$ cat config.mk
export PLATFORM = sky130hd
export DESIGN_NAME = crc16_reflected_stream_top
export DESIGN_NICKNAME = d
export VERILOG_FILES = /design/src/rtl/core/crcrs_pkg.sv /design/src/rtl/core/crcrs_crc_store.sv /design/src/rtl/core/crc16_reflected_stream_top.sv
export VERILOG_INCLUDE_DIRS = /design/src /design/src/rtl/core
export SDC_FILE = /design/constraint.sdc
export NUM_CORES = 1
export LEC_CHECK = 0
export ABC_AREA = 1
export BUFFER_PORTS_ARGS = -buffer_cell sky130_fd_sc_hd__buf_2
export CORE_UTILIZATION = 59
export DETAILED_ROUTE_END_ITERATION = 8
export GPL_TIMING_DRIVEN = 0
export PLACE_DENSITY_LB_ADDON = 0.05
export SLEW_MARGIN = 20
export SYNTH_ARGS = -nofsm -noshare
export SYNTH_HDL_FRONTEND = slang
export SYNTH_SLANG_ARGS = --single-unit
$ cat constraint.sdc
create_clock -name clk -period 4.1 [get_ports clk]
set_input_delay 0.41 -clock clk [delete_from_list [all_inputs] [get_ports clk]]
set_output_delay 0.41 -clock clk [all_outputs]
set_load 0.02 [all_outputs]
$ cat src/rtl/core/crc16_reflected_stream_top_assert.svh
// Assertion macros shared by the CRC-16 stream RTL.
// Each macro expects signals named clk and rst in the including module.
`ifndef CRC16_REFLECTED_STREAM_TOP_ASSERT_SVH
`define CRC16_REFLECTED_STREAM_TOP_ASSERT_SVH

// Same-cycle implication, disabled during reset.
`define CRCRS_ASSERT_NOW(lbl, ante, cons, msg) \
  lbl: assert property (@(posedge clk) disable iff (rst) (ante) |-> (cons)) \
    else $error(msg);

// Next-cycle implication, disabled during reset.
`define CRCRS_ASSERT_NEXT(lbl, ante, cons, msg) \
  lbl: assert property (@(posedge clk) disable iff (rst) (ante) |=> (cons)) \
    else $error(msg);

`endif

$ cat src/rtl/core/crcrs_pkg.sv
// Shared types, constants and the byte fold function for the CRC-16 stream.
// No dependencies.
package crcrs_pkg;

  localparam int CRC_W  = 16;
  localparam int BYTE_W = 8;

  // Register reset values (CRC-16/ARC)
  localparam logic [CRC_W-1:0] POLY_RESET  = 16'hA001;
  localparam logic [CRC_W-1:0] START_RESET = 16'h0000;

  // Configuration register indexes
  typedef enum logic [0:0] {
    REG_POLY  = 1'b0,
    REG_START = 1'b1
  } reg_idx_t;

  // Write-back request into the CRC store
  typedef struct packed {
    logic             en;
    logic [CRC_W-1:0] crc;
  } crc_wr_t;

  // Fold one byte into a reflected CRC: eight LSB-first shift steps.
  function automatic logic [CRC_W-1:0] fold_byte(input logic [CRC_W-1:0] crc,
                                                 input logic [BYTE_W-1:0] data,
                                                 input logic [CRC_W-1:0] poly);
    logic [CRC_W-1:0] c;
    c = crc ^ {{(CRC_W-BYTE_W){1'b0}}, data};
    for (int k = 0; k < BYTE_W; k++) begin
      if (c[0]) begin
        c = (c >> 1) ^ poly;
      end else begin
        c = c >> 1;
      end
    end
    return c;
  endfunction

endpackage

$ cat src/rtl/core/crcrs_crc_store.sv
// Running-CRC store: one-entry synchronous memory with registered read and
// write-to-read forwarding. Depends on crcrs_pkg.
module crcrs_crc_store (
  input  logic                        clk,
  input  logic                        rst,
  input  crcrs_pkg::crc_wr_t          wr,
  output logic [crcrs_pkg::CRC_W-1:0] rd_crc
);

  logic [crcrs_pkg::CRC_W-1:0] crc_mem [1];
  logic [crcrs_pkg::CRC_W-1:0] rd_data;
  logic [crcrs_pkg::CRC_W-1:0] fwd_crc;
  logic                        fwd_hit;

  // Memory: write one entry, read it every cycle (read data registered)
  always_ff @(posedge clk) begin
    if (wr.en) begin
      crc_mem[0] <= wr.crc;
    end
    rd_data <= crc_mem[0];
  end

  // A write at the last edge is not yet in rd_data; bypass it
  always_ff @(posedge clk) begin
    if (rst) begin
      fwd_hit <= 1'b0;
    end else begin
      fwd_hit <= wr.en;
    end
  end

  always_ff @(posedge clk) begin
    if (wr.en) begin
      fwd_crc <= wr.crc;
    end
  end

  assign rd_crc = fwd_hit ? fwd_crc : rd_data;

endmodule

$ cat src/rtl/core/crc16_reflected_stream_top.sv
// Top level of the reflected CRC-16 byte stream engine.
// Depends on crcrs_pkg, crcrs_crc_store and crc16_reflected_stream_top_assert.svh.
//
// Usage:
//   s_axis: one message byte per transaction. tdata = data_byte[7:0],
//           tlast = last_byte (final byte of a message).
//   m_axis: one result per input transaction. tdata = crc_value[15:0],
//           tlast = message_end (tdata is the final CRC of the message).
//   cfg:    cfg_wr_en/cfg_addr/cfg_wdata write poly_reflected (index 0) or
//           start_value (index 1); write only while the stream is idle.
// Path: accepted byte -> compute stage -> output register -> m_axis.
//   Throughput: one byte per cycle while m_axis is not stalled; the CRC fold
//   (eight shift steps) runs in the single compute stage and the running CRC
//   is read from and written back to a one-entry memory with a forwarding path.
// Reset: poly = 0xA001, start = 0x0000 (CRC-16/ARC); the first byte after
//   reset starts a new message. The memory itself is not cleared.
// Stall: when m_axis_tready is low the output register holds, the compute
//   stage holds one more byte, then s_axis_tready drops. No data is lost.
module crc16_reflected_stream_top (
  input  logic                         clk,
  input  logic                         rst,
  // input stream
  input  logic                         s_axis_tvalid,
  output logic                         s_axis_tready,
  input  logic [crcrs_pkg::BYTE_W-1:0] s_axis_tdata,   // [7:0] data_byte
  input  logic                         s_axis_tlast,   // last_byte
  // result stream
  output logic                         m_axis_tvalid,
  input  logic                         m_axis_tready,
  output logic [crcrs_pkg::CRC_W-1:0]  m_axis_tdata,   // [15:0] crc_value
  output logic                         m_axis_tlast,   // message_end
  // configuration
  input  logic                         cfg_wr_en,
  input  logic [0:0]                   cfg_addr,
  input  logic [crcrs_pkg::CRC_W-1:0]  cfg_wdata
);

`include "crc16_reflected_stream_top_assert.svh"

  // Configuration registers
  logic [crcrs_pkg::CRC_W-1:0] poly;
  logic [crcrs_pkg::CRC_W-1:0] start_val;

  always_ff @(posedge clk) begin
    if (rst) begin
      poly      <= crcrs_pkg::POLY_RESET;
      start_val <= crcrs_pkg::START_RESET;
    end else if (cfg_wr_en) begin
      unique case (crcrs_pkg::reg_idx_t'(cfg_addr))
        crcrs_pkg::REG_POLY:  poly      <= cfg_wdata;
        crcrs_pkg::REG_START: start_val <= cfg_wdata;
        default: ;
      endcase
    end
  end

  // Compute stage: byte waiting for the memory read of the running CRC
  logic                         s1_valid;
  logic [crcrs_pkg::BYTE_W-1:0] s1_byte;
  logic                         s1_last;
  logic                         s1_fire;
  logic                         at_start;
  logic                         in_fire;

  logic [crcrs_pkg::CRC_W-1:0]  stored_crc;
  logic [crcrs_pkg::CRC_W-1:0]  base_crc;
  logic [crcrs_pkg::CRC_W-1:0]  crc_next;
  crcrs_pkg::crc_wr_t           crc_wr;

  // Stage advances whenever the output register is free or being drained
  assign s1_fire       = s1_valid && (!m_axis_tvalid || m_axis_tready);
  assign s_axis_tready = !s1_valid || s1_fire;
  assign in_fire       = s_axis_tvalid && s_axis_tready;

  always_ff @(posedge clk) begin
    if (rst) begin
      s1_valid <= 1'b0;
    end else if (s_axis_tready) begin
      s1_valid <= s_axis_tvalid;
    end
  end

  always_ff @(posedge clk) begin
    if (in_fire) begin
      s1_byte <= s_axis_tdata;
      s1_last <= s_axis_tlast;
    end
  end

  // Message boundary flag: next byte folds into start_val
  always_ff @(posedge clk) begin
    if (rst) begin
      at_start <= 1'b1;
    end else if (s1_fire) begin
      at_start <= s1_last;
    end
  end

  crcrs_crc_store u_store (
    .clk    (clk),
    .rst    (rst),
    .wr     (crc_wr),
    .rd_crc (stored_crc)
  );

  assign base_crc   = at_start ? start_val : stored_crc;
  assign crc_next   = crcrs_pkg::fold_byte(base_crc, s1_byte, poly);
  assign crc_wr.en  = s1_fire;
  assign crc_wr.crc = crc_next;

  // Output register
  always_ff @(posedge clk) begin
    if (rst) begin
      m_axis_tvalid <= 1'b0;
    end else if (s1_fire) begin
      m_axis_tvalid <= 1'b1;
    end else if (m_axis_tready) begin
      m_axis_tvalid <= 1'b0;
    end
  end

  always_ff @(posedge clk) begin
    if (s1_fire) begin
      m_axis_tdata <= crc_next;
      m_axis_tlast <= s1_last;
    end
  end

  // Checks
  `CRCRS_ASSERT_NEXT(a_s1_hold, s1_valid && !s1_fire, s1_valid && $stable(s1_byte), "compute stage lost a byte while stalled")
  `CRCRS_ASSERT_NEXT(a_restart, s1_fire && s1_last, at_start, "no restart after last byte")
  `CRCRS_ASSERT_NEXT(a_continue, s1_fire && !s1_last, !at_start, "restart inside a message")
  `CRCRS_ASSERT_NOW(a_backpress, !s_axis_tready, s1_valid && m_axis_tvalid && !m_axis_tready, "input stalled without full pipeline")
  `CRCRS_ASSERT_NEXT(a_out_load, s1_fire, m_axis_tvalid && m_axis_tdata == $past(crc_next), "result not loaded into output register")

endmodule

==> metrics, run 1 <==
outcome finished, final reports clean; Layout Cells excl Fill 960; EDFF count, synth 26; Max transition margin 0.470; gr usage total 0.302; Critical path buffers and inverters 10; synth top area cells dfxtp_1, nand2_1, edfxtp_1; syn avg cell area 6.71 µm²; dpl cells 944; number of fill cells 781; leak pwr 2.73 nW; Worst R2R Start at_start; CP Class reg2reg; Synth Register Bits 78; Crit Path Max Fanout 10; Cells after Synth 787; minimum clock period 3.75 ns; Slowest Stage Delay on Critical Path 0.40 ns; global-route wire length before repair 22.7 mm; endpoints failing hold 0; Top Family by Delay on Critical Path simple AND/OR/NAND/NOR gates; crit path launch at_start; post-synthesis sequential area ratio 0.345; n_diodes 0; Max-cap violations 0; Worst Setup Start Kind flop; hold_buf cts 0; Clock Skews 0.00687 ns; RSZ-0062 raised after global routing no; crit path DAT 3.82 ns; multi-input gate area in the final layout 3020 µm²; setup bufs post-CTS 0; CTS sink count 78; largest net degree at the start of global routing 20; drt drc 0; via/cell ratio 5.41; Clock transition at path regs 0.08 ns; switching power 1.57 mW; WL/cell 14.4 µm; clk buf depth 2; Final #Nets 878; aggregate routed wire length 13.8 mm; drt initial violations 383; number of global-route vias before repair 4783; syn nets 818; most frequent cell after synthesis nand2_1; worst hold path class in2reg; Ys Warns 0; final setup vio count 0; Fin Hold WS 0.232 ns; Final Max Tran Viols 0; port bufs 49; CP dominant cell by count nand2_1; Register Area 1820 µm²; share of post-route cells with drive strength above 1 0.138; row count 34; Detail Route Antenna Nets 0; final std cell area, no fill 5870 µm²; commonest cells in the netlist nand2_1, nand3_1, nor2_1, dfxtp_1, inv_1; combinational share of power 0.539; Clk Latency, worst-skew pair 0.35 ns; Starting Density 0.609; part of the power in the clock network 0.163; Worst Max-Slew Pin Slew 0.794 ns; Post-synth top flop dfxtp_1; DR vias 5191; HPWL after detailed placement 10.7 mm; Async S/R FF share, synth 0; Setup TNS 0 ns; hold_sp s_axis_tlast; clk root buf clkbuf_8; Yosys top cell by area dfxtp_1; Synth top area share 0.197; I/O Pins 50; die area 9330 µm²; CTS Buf Count 9; max frequency 267 MHz; Yosys cell types 31; gpl congestion 0.937; Worst setup EP type flop; post_cts resized 0; core area 8680 µm²; Syn-to-layout area delta 11.2%; Placed Area 5660 µm²; grt ovf 0; die width 96.6 µm; Crit-path slowest cell dfxtp_2; internal power 1.87 mW; part of the cycle the worst path needs 0.914; drt pass-1 iters 5; Max VDD drop 0.000378 V; die height 96.6 µm; PD cells 587 nW/µm²; Cell Area, Synth 5280 µm²; H-tree Lvls 3; TritonCTS clock tree yes; initial antenna violation count 0; Critical Path RT 4.17 ns; sw frac 0.457; Flop pwr share 0.297
## logic make-up (layout without fill, tap and decap cells)
group | Yosys count | after routing | share of synthesized area
simple gates | 463 | 463 | 0.375
xor+xnor | 72 | 72 | 0.122
flops | 78 | 78 | 0.345
buf+inv | 101 | 166 | 0.0848
compound gates | 73 | 73 | 0.0730
## final timing paths
check                           to  slack, ns  cells past startpoint
min reg2reg     u_store.rd_data[4]       0.39                      0
max          u_store.crc_mem[0][4]       0.35                     30
max reg2reg  u_store.crc_mem[0][4]       0.35                     30
min                        s1_last       0.23                      1
## flip-flops by register name (all words and copies together), names as in the netlist
register	count
s1_last	1
poly	16
start_val	16
u_store.fwd_hit	1
u_store.rd_data	16
u_store.crc_mem	16
s1_byte	8
at_start	1
m_axis_tlast	1
m_axis_tvalid	1
s1_valid	1
## per-stage QoR
step | power (mW) | worst slack [ns] | util
2_1_floorplan | 2.39 | 0.996 | -
3_3_place_gp | 2.80 | 0.437 | 0.652
3_5_place_dp | 2.86 | 0.348 | 0.652
4_1_cts | 3.42 | 0.325 | 0.675
5_1_grt | 3.68 | 0.0133 | 0.676
6_report | 3.45 | 0.353 | 0.676
## worst register-to-register path, delay by kind of cell (launching register included)
family | cells | cell delay (ns)
DFF | 1 | 0.40
and+or+nand+nor | 19 | 1.98
buffers and inverters | 10 | 0.92
AOI/OAI and AO/OA | 1 | 0.17
## layout by cell type (no fill, tap or decap), types with 13 or more instances in the layout
cell type  instances
buf_2             64
edfxtp_1          26
nor2_1            70
nand3_1           86
xnor2_1           31
dfxtp_1           51
clkbuf_1          14
a21oi_1           13
nand2_1          271
o21ai_0           49
inv_1             51
xor2_1            39
## area by class of cell
class	count	share of cell area
timing repair buffer	49	0.0418
clock buffer	9	0.0211
buffer	40	0.0377
tap	108	0.0230
clock inverter	7	0.0126
inverter	61	0.0390
multi-input combinational	608	0.514
sequential	78	0.311
## metal layers
| layer | routed length (µm) | global-route usage |
|---|---|---|
| met1 | 5610 | 0.363 |
| met2 | 6960 | 0.546 |
| met3 | 810 | 0.0419 |
| met4 | 401 | 0.114 |
| met5 | 0 | 0 |
## power groups by stage
stage	combinational (mW)	clock (mW)	sequential [mW]
2_1_floorplan	1.31	0	1.08
3_3_place_gp	1.77	0	1.03
3_5_place_dp	1.82	0	1.04
4_1_cts	1.83	0.568	1.02
5_1_grt	2.05	0.597	1.04
6_report	1.86	0.562	1.02
Power figures use the tool's default switching activity.
==> run 2: changes to the inputs <==
--- a/config.mk
+++ b/config.mk
@@ -8,10 +8,11 @@
 export LEC_CHECK = 0
 export ABC_AREA = 1
 export BUFFER_PORTS_ARGS = -buffer_cell sky130_fd_sc_hd__buf_2
+export CAP_MARGIN = 10
 export CORE_UTILIZATION = 59
 export DETAILED_ROUTE_END_ITERATION = 8
 export GPL_TIMING_DRIVEN = 0
-export PLACE_DENSITY_LB_ADDON = 0.05
+export PLACE_DENSITY = 0.79
 export SLEW_MARGIN = 20
 export SYNTH_ARGS = -nofsm -noshare
 export SYNTH_HDL_FRONTEND = slang
==> run 2 against run 1 <==
  * Worst setup slack better by 0.010 ns
  * Worst hold slack worse by 0.0030 ns
  * Sequential power hardly changed
  * Combinational power hardly changed
  * Sequential cell count stayed put
  * First-iteration DRC count is 24% lower
  * Core utilization is 0.058 points lower
  * Clock-buffer cell count is 3 higher
==> metrics, run 2 (same netlist as run 1, synthesis figures left out) <==
number of fill cells 781 (unchanged); row count 34 (unchanged); DR vias 5212 (was 5191); outcome finished, final reports clean (unchanged); part of the cycle the worst path needs 0.911 (was 0.914); number of global-route vias before repair 4940 (was 4783); n_diodes 0 (unchanged); drt pass-1 iters 5 (unchanged); PD cells 582 nW/µm² (was 587 nW/µm²); Flop pwr share 0.300 (was 0.297); drt drc 0 (unchanged); CTS Buf Count 9 (unchanged); die area 9330 µm² (unchanged); final setup vio count 0 (unchanged); aggregate routed wire length 13.7 mm (was 13.8 mm); I/O Pins 50 (unchanged); Critical path buffers and inverters 6 (was 10); drt initial violations 290 (was 383); hold_buf cts 0 (unchanged); CTS sink count 78 (unchanged); Max transition margin 0.435 (was 0.470); clk root buf clkbuf_8 (unchanged); part of the power in the clock network 0.161 (was 0.163); core area 8680 µm² (unchanged); grt ovf 0 (unchanged); most common cell after layout, fill and taps aside nand2_1 (unchanged); largest net degree at the start of global routing 20 (unchanged); Starting Density 0.609 (unchanged); Top Family by Delay on Critical Path simple AND/OR/NAND/NOR gates (unchanged); Register Area 1820 µm² (unchanged); Worst setup EP type flop (unchanged); TritonCTS clock tree yes (unchanged); Final #Nets 878 (unchanged); minimum clock period 3.74 ns (was 3.75 ns); Crit-path slowest cell dfxtp_1 (was dfxtp_2); Clk Latency, worst-skew pair 0.35 ns (about the same); combinational share of power 0.539 (about the same); RSZ-0062 raised after global routing yes (was no); Critical Path RT 4.18 ns (was 4.17 ns); CP dominant cell by count nand2_1 (unchanged); share of post-route cells with drive strength above 1 0.141 (was 0.138); gr usage total 0.305 (was 0.302); via/cell ratio 5.43 (was 5.41); Crit Path Max Fanout 10 (unchanged); endpoints failing hold 0 (unchanged); initial antenna violation count 0 (unchanged); CP Class reg2reg (unchanged); HPWL after detailed placement 10.6 mm (was 10.7 mm); Clock transition at path regs 0.08 ns (about the same); switching power 1.55 mW (was 1.57 mW); R2R setup slack 0.36 ns (was 0.35 ns); final setup margin 0.363 ns (was 0.353 ns); max frequency 268 MHz (was 267 MHz); Clock Skews 0.0106 ns (was 0.00687 ns); internal power 1.86 mW (was 1.87 mW); die width 96.6 µm (unchanged); Detail Route Antenna Nets 0 (unchanged); Max VDD drop 0.000375 V (was 0.000378 V); Worst Max-Slew Pin Slew 0.846 ns (was 0.794 ns); crit path DAT 3.82 ns (about the same); Placement Setup Slack 0.302 ns (was 0.348 ns); Setup TNS 0 ns (unchanged); Finished Core Util 0.676 (about the same); global-route wire length before repair 22.9 mm (was 22.7 mm); H-tree Lvls 3 (unchanged); sw frac 0.454 (was 0.457); gpl congestion 0.939 (was 0.937); clk buf depth 2 (unchanged); worst hold path class in2reg (unchanged); WL/cell 14.2 µm (was 14.4 µm); multi-input gate area in the final layout 3010 µm² (was 3020 µm²); most frequent cells in the layout nand2_1, nand3_1, nor2_1 (unchanged); Syn-to-layout area delta 11.1% (was 11.2%); Slowest Stage Delay on Critical Path 0.36 ns (was 0.40 ns); Worst Setup Start Kind flop (unchanged); Final Max Tran Viols 0 (unchanged); leak pwr 2.75 nW (was 2.73 nW); Max-cap violations 0 (unchanged); port bufs 49 (unchanged); die height 96.6 µm (unchanged)
run 2: cell count changes in the layout (fill, tap and decap cells not counted), sizes merged:
| cell | delta |
|---|---|
| bufinv | -1 |
| buf | -2 |
| clkbuf | +5 |
| clkinvlp | -2 |
run 2: metal layers:
| metal | wire length [µm] | GRT usage | vias to the layer above |
|---|---|---|---|
| li1 | - | - | 2621 |
| met1 | 5560 | 0.359 | 2405 |
| met2 | 6890 | 0.553 | 164 |
| met3 | 836 | 0.0506 | 22 |
| met4 | 364 | 0.113 | 0 |
| met5 | 0 | 0 | - |
run 2: path summary, 6_finish.rpt:
check,startpoint,to,cells after the start
max reg2reg,u_store.fwd_hit,u_store.crc_mem[0][6],28
max,u_store.fwd_hit,u_store.crc_mem[0][6],28
min,s_axis_tdata[3],s1_byte[3],1
min reg2reg,u_store.crc_mem[0][10],u_store.rd_data[10],0
run 2: area by class of cell:
type                            count  share of cell area
Buffer                             40              0.0388
Clock buffer                       12              0.0284
Clock inverter                      4             0.00469
Inverter                           61              0.0390
Multi-Input combinational cell    608               0.513
Sequential cell                    78               0.311
Tap cell                          108              0.0230
Timing Repair Buffer               49              0.0418
run 2: power by group through the flow:
stage | clock (mW) | sequential, mW | combinational, mW
5_1_grt | 0.578 | 1.04 | 2.04
3_3_place_gp | 0 | 1.03 | 1.76
3_5_place_dp | 0 | 1.04 | 1.81
4_1_cts | 0.553 | 1.02 | 1.82
2_1_floorplan | 0 | 1.08 | 1.31
6_report | 0.550 | 1.02 | 1.84
run 2: what timing repair did:
item | CTS | global route
setup buffers | 0 | 0
gates resized for setup | 0 | 8
endpoints found under the setup margin | 0 | 14
run 2: through the flow:
step / total power, mW / instances / hold slack, ns / cell area, µm²
after global routing: 3.65 / 960 / 0.220 / 5870
after floorplan: 2.39 / 787 / 0.427 / 5280
final: 3.41 / 960 / 0.229 / 5870
after global placement: 2.80 / 944 / 0.372 / 5660
after detailed placement: 2.85 / 944 / 0.375 / 5660
after CTS: 3.40 / 960 / 0.220 / 5860
run 2: worst reg2reg max path: cells and delay by family (launching register included):
| kind | cells | cell delay, ns |
|---|---|---|
| XOR/XNOR | 1 | 0.17 |
| flip-flops | 1 | 0.36 |
| buffers and inverters | 6 | 0.95 |
| AND/OR/NAND/NOR | 21 | 1.99 |
==> run 3: changes to the inputs <==
--- a/config.mk
+++ b/config.mk
@@ -13,6 +13,7 @@
 export DETAILED_ROUTE_END_ITERATION = 8
 export GPL_TIMING_DRIVEN = 0
 export PLACE_DENSITY = 0.79
+export RECOVER_POWER = 25
 export SLEW_MARGIN = 20
 export SYNTH_ARGS = -nofsm -noshare
 export SYNTH_HDL_FRONTEND = slang
==> run 3 against run 2 <==
  * Critical path depth is the same
  * Non-clock buffer count is the same
  * Core utilization is essentially flat
  * Via count shrank 0.27%
  * Clock-buffer cell count is the same
  * Critical endpoint unchanged
  * Largest power group unchanged
==> metrics, run 3 (same netlist as run 1, synthesis figures left out) <==
minimum clock period 3.74 ns (about the same); largest net degree at the start of global routing 20 (unchanged); drt drc 0 (unchanged); share of post-route cells with drive strength above 1 0.140 (was 0.141); Worst Setup EP u_store.crc_mem[0][6] (unchanged); hold_buf cts 0 (unchanged); clk root buf clkbuf_8 (unchanged); die width 96.6 µm (unchanged); met2 WL 6.89 mm (unchanged); grt ovf 0 (unchanged); Clock transition at path regs 0.08 ns (about the same); endpoints failing hold 0 (unchanged); most frequent cells in the layout nand2_1, nand3_1, nor2_1 (unchanged); sw frac 0.454 (about the same); n_diodes 0 (unchanged); CTS sink count 78 (unchanged); drt initial violations 290 (unchanged); max frequency 268 MHz (about the same); gr usage total 0.305 (unchanged); TritonCTS clock tree yes (unchanged); met3 wire length 842 µm (was 836 µm); port bufs 49 (unchanged); aggregate routed wire length 13.7 mm (about the same); CP dominant cell by count nand2_1 (unchanged); Slowest Stage Delay on Critical Path 0.36 ns (about the same); worst hold path class in2reg (unchanged); number of global-route vias before repair 4940 (unchanged); RSZ-0062 raised after global routing yes (unchanged); die area 9330 µm² (unchanged); outcome finished, final reports clean (unchanged); global-route wire length before repair 22.9 mm (unchanged); final std cell area, no fill 5860 µm² (was 5870 µm²); Final #Nets 878 (unchanged); Final Max Tran Viols 0 (unchanged); Flop pwr share 0.300 (about the same); most common cell after layout, fill and taps aside nand2_1 (unchanged); crit path launch u_store.fwd_hit (unchanged); Worst Max-Slew Pin Slew 0.845 ns (was 0.846 ns); Layout Cells excl Fill 960 (unchanged); Critical Path RT 4.18 ns (about the same); switching power 1.55 mW (about the same); Clk Latency, worst-skew pair 0.35 ns (about the same); gpl congestion 0.939 (unchanged); Max-cap violations 0 (unchanged); Crit-path slowest cell dfxtp_1 (unchanged); H-tree Lvls 3 (unchanged); Worst setup EP type flop (unchanged); leak pwr 2.74 nW (was 2.75 nW); Crit Path Max Fanout 10 (unchanged); Total Power 3.41 mW (about the same); wire length on met1 5.56 mm (about the same); dpl cells 944 (unchanged); via/cell ratio 5.41 (was 5.43); top layer in use met4 (unchanged); crit path DAT 3.82 ns (about the same); Worst Setup Start Kind flop (unchanged); internal power 1.86 mW (about the same); DR vias 5198 (was 5212); clk buf depth 2 (unchanged); Max VDD drop 0.000375 V (about the same); Syn-to-layout area delta 11.0% (was 11.1%); Placed Area 5660 µm² (unchanged); CTS Buf Count 9 (unchanged); row count 34 (unchanged); Max transition margin 0.436 (was 0.435); cells on worst reg2reg path 28 (unchanged); Clock Skews 0.0106 ns (about the same); Worst R2R Start u_store.fwd_hit (unchanged); CP Class reg2reg (unchanged); PD cells 582 nW/µm² (about the same); drt pass-1 iters 5 (unchanged); final setup vio count 0 (unchanged); I/O Pins 50 (unchanged); HPWL after detailed placement 10.6 mm (unchanged); combinational share of power 0.539 (about the same); part of the power in the clock network 0.161 (about the same); Detail Route Antenna Nets 0 (unchanged); core area 8680 µm² (unchanged); Starting Density 0.609 (unchanged); initial antenna violation count 0 (unchanged); reg2reg end u_store.crc_mem[0][6] (unchanged); WL/cell 14.2 µm (about the same); part of the cycle the worst path needs 0.911 (about the same); die height 96.6 µm (unchanged); R2R setup slack 0.36 ns (about the same)
==> run 3: area by class of cell <==
class	instances	area (µm²)
fill	781	2810
timing repair buffer	49	244
buffer	40	228
multi-input combinational	608	3010
clock inverter	4	27.5
clock buffer	12	166
inverter	61	229
sequential	78	1820
tap	108	135
==> run 3: timing repair <==
action                     CTS  global route
setup buffers                0             0
setup endpoints to repair    0            14
resized for setup            0             8
hold endpoints to repair     0             0
==> run 3: stage by stage <==
step	setup slack, ns	util	hold slack (ns)	setup TNS [ns]
floorplan	0.996	-	0.427	0
global placement	0.452	0.652	0.372	0
detailed placement	0.302	0.652	0.375	0
CTS	0.284	0.675	0.220	0
global route	-0.00304	0.676	0.220	-0.00304
finish	0.364	0.676	0.230	0
==> run 3: worst min-delay path by stage <==
stage                                      start                  end  cells after the start
final                            s_axis_tdata[3]           s1_byte[3]                      1
after global routing             s_axis_tdata[5]           s1_byte[5]                      1
after CTS                        s_axis_tdata[2]           s1_byte[2]                      1
after detailed placement  u_store.crc_mem[0][10]  u_store.rd_data[10]                      0
after global placement    u_store.crc_mem[0][10]  u_store.rd_data[10]                      0
after floorplan                          s1_last         m_axis_tlast                      0
==> run 3: routing by layer <==
metal,global-route usage,vias to the layer above
met4,0.113,0
met1,0.359,2396
met5,0,-
li1,-,2621
met3,0.0506,22
met2,0.553,159
==> run 3: critical path: cells and delay by family (launching register included) <==
family	cells	cell delay, ns
xor gates and xnor gates	1	0.17
and+or+nand+nor	21	1.99
buffers and inverters	6	0.95
DFF	1	0.36
==> run 3: power by group through the flow <==
stage	Sequential, mW	Combinational [mW]	Clock, mW
finish	1.02	1.84	0.549
global route	1.04	2.04	0.578
CTS	1.02	1.82	0.553
detailed placement	1.04	1.81	0
global placement	1.03	1.76	0
floorplan	1.08	1.31	0
